### src/rtl/core/rgb_to_hsv_pixel_unit_assert.svh
// Assertion macros for the pixel unit.
`ifndef RGB_TO_HSV_PIXEL_UNIT_ASSERT_SVH
`define RGB_TO_HSV_PIXEL_UNIT_ASSERT_SVH
`ifndef SYNTHESIS
// Checked only while out of reset.
`define RGBHSV_ASSERT(lbl, clk, rst_n, prop, msg) \
    lbl: assert property (@(posedge clk) disable iff (!rst_n) prop) else $error(msg);
// Checked at every edge, reset included.
`define RGBHSV_ASSERT_ANY(lbl, clk, prop, msg) \
    lbl: assert property (@(posedge clk) prop) else $error(msg);
`else
`define RGBHSV_ASSERT(lbl, clk, rst_n, prop, msg)
`define RGBHSV_ASSERT_ANY(lbl, clk, prop, msg)
`endif
`endif

### src/rtl/core/rgbhsv_pkg.sv
package rgbhsv_pkg;

    localparam int HUE_FRAC_BITS = 6;
    localparam int SAT_FRAC_BITS = 12;

    localparam int CH_W  = 8;
    localparam int HUE_W = 15;
    localparam int SAT_W = 13;
    localparam int VAL_W = 8;

    // quotient bits each lane needs: hue < 360 * 2^HUE_FRAC_BITS, sat <= 2^SAT_FRAC_BITS
    localparam int HUE_Q_W = 9 + HUE_FRAC_BITS;
    localparam int SAT_Q_W = SAT_FRAC_BITS + 1;
    localparam int N_CELLS = (HUE_Q_W > SAT_Q_W) ? HUE_Q_W : SAT_Q_W;
    // dividend is below divisor * 2^N_CELLS, divisor fits a channel byte
    localparam int DVD_W = N_CELLS + CH_W;
    // unscaled hue numerator stays below 360 * 255
    localparam int NUM_W = 17;

    typedef enum logic [2:0] {
        SEC_BLUE  = 3'b001,
        SEC_GREEN = 3'b010,
        SEC_RED   = 3'b100
    } t_sector;

    typedef struct packed {
        logic [CH_W-1:0] blue;
        logic [CH_W-1:0] green;
        logic [CH_W-1:0] red;
    } t_pixel;

    typedef struct packed {
        logic [HUE_W-1:0] hue;
        logic [SAT_W-1:0] saturation;
        logic [VAL_W-1:0] value;
    } t_hsv;

    // one restoring-division lane in flight
    typedef struct packed {
        logic [CH_W-1:0]    rem;
        logic [N_CELLS-1:0] low;
        logic [CH_W-1:0]    dvs;
        logic [N_CELLS-1:0] quo;
    } t_lane;

    typedef struct packed {
        t_lane           sat;
        t_lane           hue;
        logic [CH_W-1:0] value;
    } t_div_data;

endpackage

### src/rtl/core/rgbhsv_if.sv
interface rgbhsv_pix_if;
    logic                valid;
    logic                ready;
    rgbhsv_pkg::t_pixel  data;

    modport source (output valid, output data, input ready);
    modport sink (input valid, input data, output ready);
endinterface

interface rgbhsv_hsv_if;
    logic              valid;
    logic              ready;
    rgbhsv_pkg::t_hsv  data;

    modport source (output valid, output data, input ready);
    modport sink (input valid, input data, output ready);
endinterface

### src/rtl/core/rgbhsv_front.sv
module rgbhsv_front (
    input  logic                   i_clk,
    input  logic                   i_rst_n,
    input  logic                   i_valid,
    output logic                   o_ready,
    input  rgbhsv_pkg::t_pixel     i_pixel,
    output logic                   o_valid,
    input  logic                   i_ready,
    output rgbhsv_pkg::t_div_data  o_data
);

    typedef struct packed {
        logic [rgbhsv_pkg::CH_W-1:0] mx;
        logic [rgbhsv_pkg::CH_W-1:0] mn;
        rgbhsv_pkg::t_sector         sector;
        logic [rgbhsv_pkg::CH_W-1:0] blue;
        logic [rgbhsv_pkg::CH_W-1:0] green;
        logic [rgbhsv_pkg::CH_W-1:0] red;
    } t_extrema;

    logic                  r_v1;
    logic                  r_v2;
    logic                  rdy1;
    logic                  rdy2;
    t_extrema              r_s1;
    t_extrema              n_s1;
    rgbhsv_pkg::t_div_data r_s2;
    rgbhsv_pkg::t_div_data n_s2;

    logic [rgbhsv_pkg::CH_W-1:0]  delta;
    logic [rgbhsv_pkg::CH_W+2:0]  offs_d;
    logic signed [8:0]            diff;
    logic signed [11:0]           sum;
    logic signed [17:0]           num60;
    logic [rgbhsv_pkg::NUM_W-1:0] wrap;
    logic [17:0]                  wrapped;
    logic [rgbhsv_pkg::NUM_W-1:0] num_u;
    logic [rgbhsv_pkg::DVD_W-1:0] hue_n;
    logic [rgbhsv_pkg::DVD_W-1:0] sat_n;

    assign rdy2    = !r_v2 || i_ready;
    assign rdy1    = !r_v1 || rdy2;
    assign o_ready = rdy1;
    assign o_valid = r_v2;
    assign o_data  = r_s2;

    // first largest in blue, green, red order; ties stay with the earlier channel
    always_comb begin
        n_s1.mx     = i_pixel.blue;
        n_s1.mn     = i_pixel.blue;
        n_s1.sector = rgbhsv_pkg::SEC_BLUE;
        if (i_pixel.green > n_s1.mx) begin
            n_s1.mx     = i_pixel.green;
            n_s1.sector = rgbhsv_pkg::SEC_GREEN;
        end
        if (i_pixel.red > n_s1.mx) begin
            n_s1.mx     = i_pixel.red;
            n_s1.sector = rgbhsv_pkg::SEC_RED;
        end
        if (i_pixel.green < n_s1.mn) begin
            n_s1.mn = i_pixel.green;
        end
        if (i_pixel.red < n_s1.mn) begin
            n_s1.mn = i_pixel.red;
        end
        n_s1.blue  = i_pixel.blue;
        n_s1.green = i_pixel.green;
        n_s1.red   = i_pixel.red;
    end

    always_comb begin
        delta = r_s1.mx - r_s1.mn;
        case (r_s1.sector)
            rgbhsv_pkg::SEC_RED: begin
                offs_d = '0;
                diff   = $signed({1'b0, r_s1.green}) - $signed({1'b0, r_s1.blue});
            end
            rgbhsv_pkg::SEC_GREEN: begin
                offs_d = {2'b00, delta, 1'b0};
                diff   = $signed({1'b0, r_s1.blue}) - $signed({1'b0, r_s1.red});
            end
            default: begin
                offs_d = {1'b0, delta, 2'b00};
                diff   = $signed({1'b0, r_s1.red}) - $signed({1'b0, r_s1.green});
            end
        endcase
        sum     = $signed({1'b0, offs_d}) + $signed({{3{diff[8]}}, diff});
        num60   = $signed({{6{sum[11]}}, sum}) * 18'sd60;
        wrap    = rgbhsv_pkg::NUM_W'(delta) * rgbhsv_pkg::NUM_W'(360);
        // negative hue wraps by a full turn
        wrapped = num60 + $signed({1'b0, wrap});
        if (num60[17]) begin
            num_u = wrapped[rgbhsv_pkg::NUM_W-1:0];
        end else begin
            num_u = num60[rgbhsv_pkg::NUM_W-1:0];
        end

        hue_n = rgbhsv_pkg::DVD_W'(num_u) << rgbhsv_pkg::HUE_FRAC_BITS;
        sat_n = rgbhsv_pkg::DVD_W'(delta) << rgbhsv_pkg::SAT_FRAC_BITS;
        n_s2.hue.dvs = delta;
        n_s2.sat.dvs = r_s1.mx;
        // gray or black: zero dividend over divisor one gives a zero quotient
        if (delta == '0) begin
            hue_n        = '0;
            n_s2.hue.dvs = rgbhsv_pkg::CH_W'(1);
        end
        if (r_s1.mx == '0) begin
            n_s2.sat.dvs = rgbhsv_pkg::CH_W'(1);
        end

        n_s2.hue.rem = hue_n[rgbhsv_pkg::DVD_W-1 -: rgbhsv_pkg::CH_W];
        n_s2.hue.low = hue_n[rgbhsv_pkg::N_CELLS-1:0];
        n_s2.hue.quo = '0;
        n_s2.sat.rem = sat_n[rgbhsv_pkg::DVD_W-1 -: rgbhsv_pkg::CH_W];
        n_s2.sat.low = sat_n[rgbhsv_pkg::N_CELLS-1:0];
        n_s2.sat.quo = '0;
        n_s2.value   = r_s1.mx;
    end

    always_ff @(posedge i_clk) begin
        if (!i_rst_n) begin
            r_v1 <= 1'b0;
            r_v2 <= 1'b0;
        end else begin
            if (rdy1) begin
                r_v1 <= i_valid;
            end
            if (rdy2) begin
                r_v2 <= r_v1;
            end
        end
    end

    always_ff @(posedge i_clk) begin
        if (rdy1 && i_valid) begin
            r_s1 <= n_s1;
        end
        if (rdy2 && r_v1) begin
            r_s2 <= n_s2;
        end
    end

endmodule

### src/rtl/core/rgbhsv_div_cell.sv
module rgbhsv_div_cell (
    input  logic                   i_clk,
    input  logic                   i_rst_n,
    input  logic                   i_valid,
    output logic                   o_ready,
    input  rgbhsv_pkg::t_div_data  i_data,
    output logic                   o_valid,
    input  logic                   i_ready,
    output rgbhsv_pkg::t_div_data  o_data
);

    logic                  r_valid;
    rgbhsv_pkg::t_div_data r_data;
    rgbhsv_pkg::t_div_data n_data;

    // one restoring step: bring in the next dividend bit, subtract if it fits
    function automatic rgbhsv_pkg::t_lane div_step(input rgbhsv_pkg::t_lane lane);
        rgbhsv_pkg::t_lane         res;
        logic [rgbhsv_pkg::CH_W:0] trial;
        logic [rgbhsv_pkg::CH_W:0] dvs_x;
        logic [rgbhsv_pkg::CH_W:0] rest;
        res      = lane;
        trial    = {lane.rem, lane.low[rgbhsv_pkg::N_CELLS-1]};
        dvs_x    = {1'b0, lane.dvs};
        rest     = trial - dvs_x;
        res.low  = {lane.low[rgbhsv_pkg::N_CELLS-2:0], 1'b0};
        if (trial >= dvs_x) begin
            res.rem = rest[rgbhsv_pkg::CH_W-1:0];
            res.quo = {lane.quo[rgbhsv_pkg::N_CELLS-2:0], 1'b1};
        end else begin
            res.rem = trial[rgbhsv_pkg::CH_W-1:0];
            res.quo = {lane.quo[rgbhsv_pkg::N_CELLS-2:0], 1'b0};
        end
        return res;
    endfunction

    assign o_ready = !r_valid || i_ready;
    assign o_valid = r_valid;
    assign o_data  = r_data;

    always_comb begin
        n_data.sat   = div_step(i_data.sat);
        n_data.hue   = div_step(i_data.hue);
        n_data.value = i_data.value;
    end

    always_ff @(posedge i_clk) begin
        if (!i_rst_n) begin
            r_valid <= 1'b0;
        end else if (o_ready) begin
            r_valid <= i_valid;
        end
    end

    always_ff @(posedge i_clk) begin
        if (o_ready && i_valid) begin
            r_data <= n_data;
        end
    end

endmodule

### src/rtl/core/rgb_to_hsv_pixel_unit.sv
// From an accepted pixel to its result on o_hsv: two front stages for extrema and hue
// numerator, then 15 division cells, one quotient bit each.
// Throughput: one pixel per cycle while o_hsv is ready; each stage holds its request only while downstream stalls.
// Reset (synchronous, active low) clears every stage valid flag and drops pixels in flight.
`include "rgb_to_hsv_pixel_unit_assert.svh"

module rgb_to_hsv_pixel_unit (
    input  logic          i_clk,
    input  logic          i_rst_n,
    rgbhsv_pix_if.sink    i_pix,
    rgbhsv_hsv_if.source  o_hsv
);

    logic                  cell_valid [rgbhsv_pkg::N_CELLS+1];
    logic                  cell_ready [rgbhsv_pkg::N_CELLS+1];
    rgbhsv_pkg::t_div_data cell_data  [rgbhsv_pkg::N_CELLS+1];

    rgbhsv_front u_front (
        .i_clk   (i_clk),
        .i_rst_n (i_rst_n),
        .i_valid (i_pix.valid),
        .o_ready (i_pix.ready),
        .i_pixel (i_pix.data),
        .o_valid (cell_valid[0]),
        .i_ready (cell_ready[0]),
        .o_data  (cell_data[0])
    );

    for (genvar k = 0; k < rgbhsv_pkg::N_CELLS; k++) begin : g_cell
        rgbhsv_div_cell u_cell (
            .i_clk   (i_clk),
            .i_rst_n (i_rst_n),
            .i_valid (cell_valid[k]),
            .o_ready (cell_ready[k]),
            .i_data  (cell_data[k]),
            .o_valid (cell_valid[k+1]),
            .i_ready (cell_ready[k+1]),
            .o_data  (cell_data[k+1])
        );
    end

    // last cell register is the output register
    assign cell_ready[rgbhsv_pkg::N_CELLS] = o_hsv.ready;
    assign o_hsv.valid = cell_valid[rgbhsv_pkg::N_CELLS];
    assign o_hsv.data.hue =
        (rgbhsv_pkg::HUE_W)'(cell_data[rgbhsv_pkg::N_CELLS].hue.quo);
    assign o_hsv.data.saturation =
        (rgbhsv_pkg::SAT_W)'(cell_data[rgbhsv_pkg::N_CELLS].sat.quo);
    assign o_hsv.data.value = cell_data[rgbhsv_pkg::N_CELLS].value;

    `RGBHSV_ASSERT_ANY(a_rst_no_result, i_clk, !$past(i_rst_n) |-> !o_hsv.valid, "result after reset")
    `RGBHSV_ASSERT_ANY(a_rst_ready, i_clk, !$past(i_rst_n) |-> i_pix.ready, "not ready after reset")
    `RGBHSV_ASSERT(a_black_zero, i_clk, i_rst_n, o_hsv.valid && (o_hsv.data.value == '0) |-> (o_hsv.data.saturation == '0) && (o_hsv.data.hue == '0), "black pixel with hue or saturation")

endmodule

### src/flat_wrapper.sv
// flat-port wrapper written by rule: the top's interface ports become plain ports
module rgb_to_hsv_pixel_unit_flat 
  (i_clk, i_rst_n, i_pix_valid, i_pix_data, i_pix_ready, o_hsv_valid, o_hsv_data, o_hsv_ready);
  rgbhsv_pix_if i_pix_i ();
  rgbhsv_hsv_if o_hsv_i ();
  input  logic i_clk;
  input  logic i_rst_n;
  input wire logic [$bits(i_pix_i.valid)-1:0] i_pix_valid;
  input wire logic [$bits(i_pix_i.data)-1:0] i_pix_data;
  output wire logic [$bits(i_pix_i.ready)-1:0] i_pix_ready;
  output wire logic [$bits(o_hsv_i.valid)-1:0] o_hsv_valid;
  output wire logic [$bits(o_hsv_i.data)-1:0] o_hsv_data;
  input wire logic [$bits(o_hsv_i.ready)-1:0] o_hsv_ready;
  assign i_pix_i.valid = i_pix_valid;
  assign i_pix_i.data = i_pix_data;
  assign i_pix_ready = i_pix_i.ready;
  assign o_hsv_valid = o_hsv_i.valid;
  assign o_hsv_data = o_hsv_i.data;
  assign o_hsv_i.ready = o_hsv_ready;
  rgb_to_hsv_pixel_unit u_core (.i_clk(i_clk), .i_rst_n(i_rst_n), .i_pix(i_pix_i), .o_hsv(o_hsv_i));
endmodule
### config.mk
export PLATFORM = sky130hd
export DESIGN_NAME = rgb_to_hsv_pixel_unit_flat
export DESIGN_NICKNAME = d
export VERILOG_FILES = /design/src/rtl/core/rgbhsv_pkg.sv /design/src/rtl/core/rgbhsv_if.sv /design/src/rtl/core/rgbhsv_front.sv /design/src/rtl/core/rgbhsv_div_cell.sv /design/src/rtl/core/rgb_to_hsv_pixel_unit.sv /design/src/flat_wrapper.sv
export VERILOG_INCLUDE_DIRS = /design/src /design/src/rtl/core
export SDC_FILE = /design/constraint.sdc
export NUM_CORES = 2
export LEC_CHECK = 0
export ABC_CLOCK_PERIOD_IN_PS = 9600
export BUFFER_PORTS_ARGS = -buffer_cell sky130_fd_sc_hd__buf_2
export CORE_MARGIN = 5
export CORE_UTILIZATION = 50
export CTS_BUF_LIST = sky130_fd_sc_hd__clkbuf_4 sky130_fd_sc_hd__clkbuf_8
export DETAILED_ROUTE_END_ITERATION = 8
export PLACE_DENSITY = 0.66
export SETUP_SLACK_MARGIN = 0.1
export SLEW_MARGIN = 20
export SYNTH_ARGS = -nofsm -noshare
export SYNTH_HDL_FRONTEND = slang
export SYNTH_SLANG_ARGS = --single-unit
### constraint.sdc
create_clock -name i_clk -period 9.6 [get_ports i_clk]
set_clock_uncertainty 0.05 [all_clocks]
set_input_delay 0.96 -clock i_clk [delete_from_list [all_inputs] [get_ports i_clk]]
set_output_delay 0.96 -clock i_clk [all_outputs]
set_load 0.02 [all_outputs]
==> results.yml <==
setup_path:
  crit_top_cell: "inv_1"
  startpoint_type: "register"
  crit_path_top_delay_cell: "xnor2_2"
  worst-path-max-fanout: 18
  cp_data_arrival_time_ns: 8.63
  cpPeakStageDelay_ns: 0.82
  rr_worst_depth: 31
  worst_ep_required_time_ns: 10.05
  critical_path_class: "reg -> reg"
  endpoint_kind: "register"
yosys:
  syn_area_um2: 44800
  synth_top_area_share_pct: 59.9
  yosys_warnings: 0
  ys_types: 64
  async_flop_share_pct: 0
  synthesis.instances: 3537
  ys_ff_latch: 910
  yosysSeqAreaShare_pct: 60.6
  synth-edff-count: 893
  avgSynthCellArea_um2: 12.7
  synthTopCellsByArea: "edfxtp_1, ha_1, inv_1, o21ai_0, fa_1"
  synth_flop_cell: "edfxtp_1"
  syn_nets: 3994
  yosysTopAreaCell: "edfxtp_1"
clocking:
  cts_inserted_buffers: 152
  clock_sinks: 910
  htreeDepth: 4
  cts_resized: 0
  cts.path.max_buffers: 3
  cts_tree: "yes"
  holdBufCountCts: 0
  clk_pin_slew_ns: 0.06
  cts_setup_buffers: 0
  clk-insertion-delay-late_ns: 0.81
  root_buffer: "clkbuf_8"
placement:
  gp_congestion: 0.843
  dpl.hpwl_um: 55400
  port-buffer-count: 65
routing:
  vias_per_cell: 5.13
  drt_iter0_markers: 1233
  drtPass1Iterations: 5
  route.detailed.drc: 0
  wl_per_cell_um: 15.1
  via_count: 25500
  wl_um: 75300
  drtAntennaViolNets: 0
timing:
  timing.setup.tns_ns: 0
  relSlewSlack_pct: 29.3
  hold_viol: 0
  slew_viol_final: 0
  setup_viol: 0
  fmax_mhz: 122
  post-route-period-util_pct: 85.2
  final.min_clock_period_ns: 8.18
  rsz0062_at_grt: "no"
  worst-slew-pin-transition_ns: 1.06
grt:
  grt_pass1_vias: 26300
  grt_pass1_wl_um: 125000
  grt_start_max_net_pins: 65
  grtUsageTotal_pct: 16.0
  antenna_found_initial: 2
  grt_overflow: 0
worst_hold_path:
  hold_class: "reg -> reg"
  whs_path_depth: 0
die:
  die_area_um2: 95700
  ios: 66
  initial_core_util_pct: 50.5
  die_h_um: 309
  die_x_um: 309
  core_area_um2: 88600
  num_rows: 109
cells_and_area:
  fill_cells: 7232
  area_growth_pct: 10.4
  drive_gt1_share_pct: 9.56
  fin_nets: 4149
  mostFrequentLayoutCells: "edfxtp_1, inv_1, ha_1"
  final_common_cell: "edfxtp_1"
run_status:
  status: "complete, no violations"
flow_run:
  cap_violations: 0
[layer usage]
metal | vias up | global-route usage, % | share of wire (%)
li1 | 12900 | - | -
met1 | 12100 | 18.1 | 41
met2 | 399 | 29.9 | 53
met3 | 135 | 3.45 | 3.9
met4 | 2 | 5.87 | 2.7
met5 | - | 0 | 0.0093
[critical path: cells and delay by family, from the launching register on]
family	cells	cell delay, ns
compound gates	8	2.05
mux	1	0.29
buf+inv	5	0.63
xor+xnor	6	2.07
fa+ha+maj	6	1.92
flops	1	0.38
simple gates	5	0.51
[area by class of cell]
type | count | area (um2) | area share, %
clock inverters | 63 | 538 | 1.09
diodes | 1 | 2.50 | 0.00506
multi-input cells | 1994 | 15300 | 30.9
inverters | 551 | 2070 | 4.18
repair buffers | 83 | 460 | 0.931
clock buffers | 206 | 2520 | 5.09
well taps | 1165 | 1460 | 2.95
flip-flops and latches | 910 | 27200 | 54.9
[synthesized netlist by cell type (all sizes together) (2+ instances only)]
cell type and number:
a311oi 29, mux2i 43, o31ai 57, a211o 2, or2 4, a22oi 5, nor3 17, a21oi 138
a31o 2, nor2b 72, o21a 25, o211ai 4, edfxtp 893, inv 551, o22ai 7, nand4 43
a21boi 56, a211oi 5, o21ai 268, nor4 2, a31oi 4, xor2 72, o221ai 4, and3 41
a2111oi 2, or3 5, nand3 27, nor2 194, buf 39, o41ai 6, and2 5, clkbuf 43
a21o 62, dfxtp 17, xnor2 88, ha 369, o21bai 26, nand2b 24, fa 60, nand2 215
[state kept, by name, indices dropped and copies added, names as in the netlist]
signal	count
u_core.g_cell.u_cell.o_data	803
u_core.u_front.r_s1	35
u_core.g_cell.u_cell.o_valid	15
u_core.u_front.o_valid	1
u_core.u_front.r_v1	1
u_core.u_front.o_data	47
u_core.u_front.n_s2	8
[kinds of logic after synthesis]
group / synth area share [%]
flip-flops: 60.6
buffers and inverters: 5.62
AO/OA/AOI/OAI: 9.89
XOR/XNOR: 3.16
adder cells (fa/ha/maj): 13.0
multiplexers: 0.986
AND/OR/NAND/NOR: 6.72
[worst paths after layout]
check / from / end / slack (ns)
worst max-delay path: u_core.u_front.n_s2[0] / u_core.u_front.o_data[46] / 1.42
worst min-delay path: u_core.g_cell[6].u_cell.o_data[57] / u_core.g_cell[7].u_cell.o_data[58] / 0.34
worst max register to register: u_core.u_front.n_s2[0] / u_core.u_front.o_data[46] / 1.42
worst min register to register: u_core.g_cell[6].u_cell.o_data[57] / u_core.g_cell[7].u_cell.o_data[58] / 0.34
[through the flow]
stage               setup WS, ns  hold slack, ns  cell area, um2  utilization [%]  std cells
detailed placement          1.48           0.355           46400             52.4       4703
global route               0.656           0.296           49500             55.8       4973
CTS                         1.42           0.257           49500             55.8       4972
floorplan                   2.36           0.350           44800                -       3537
finish                      1.42           0.341           49500             55.8       4973
global placement            1.60           0.351           46400             52.4       4703
Power is not shown: default switching activity piles up to over one toggle a cycle in this logic, so the estimate is an artifact.
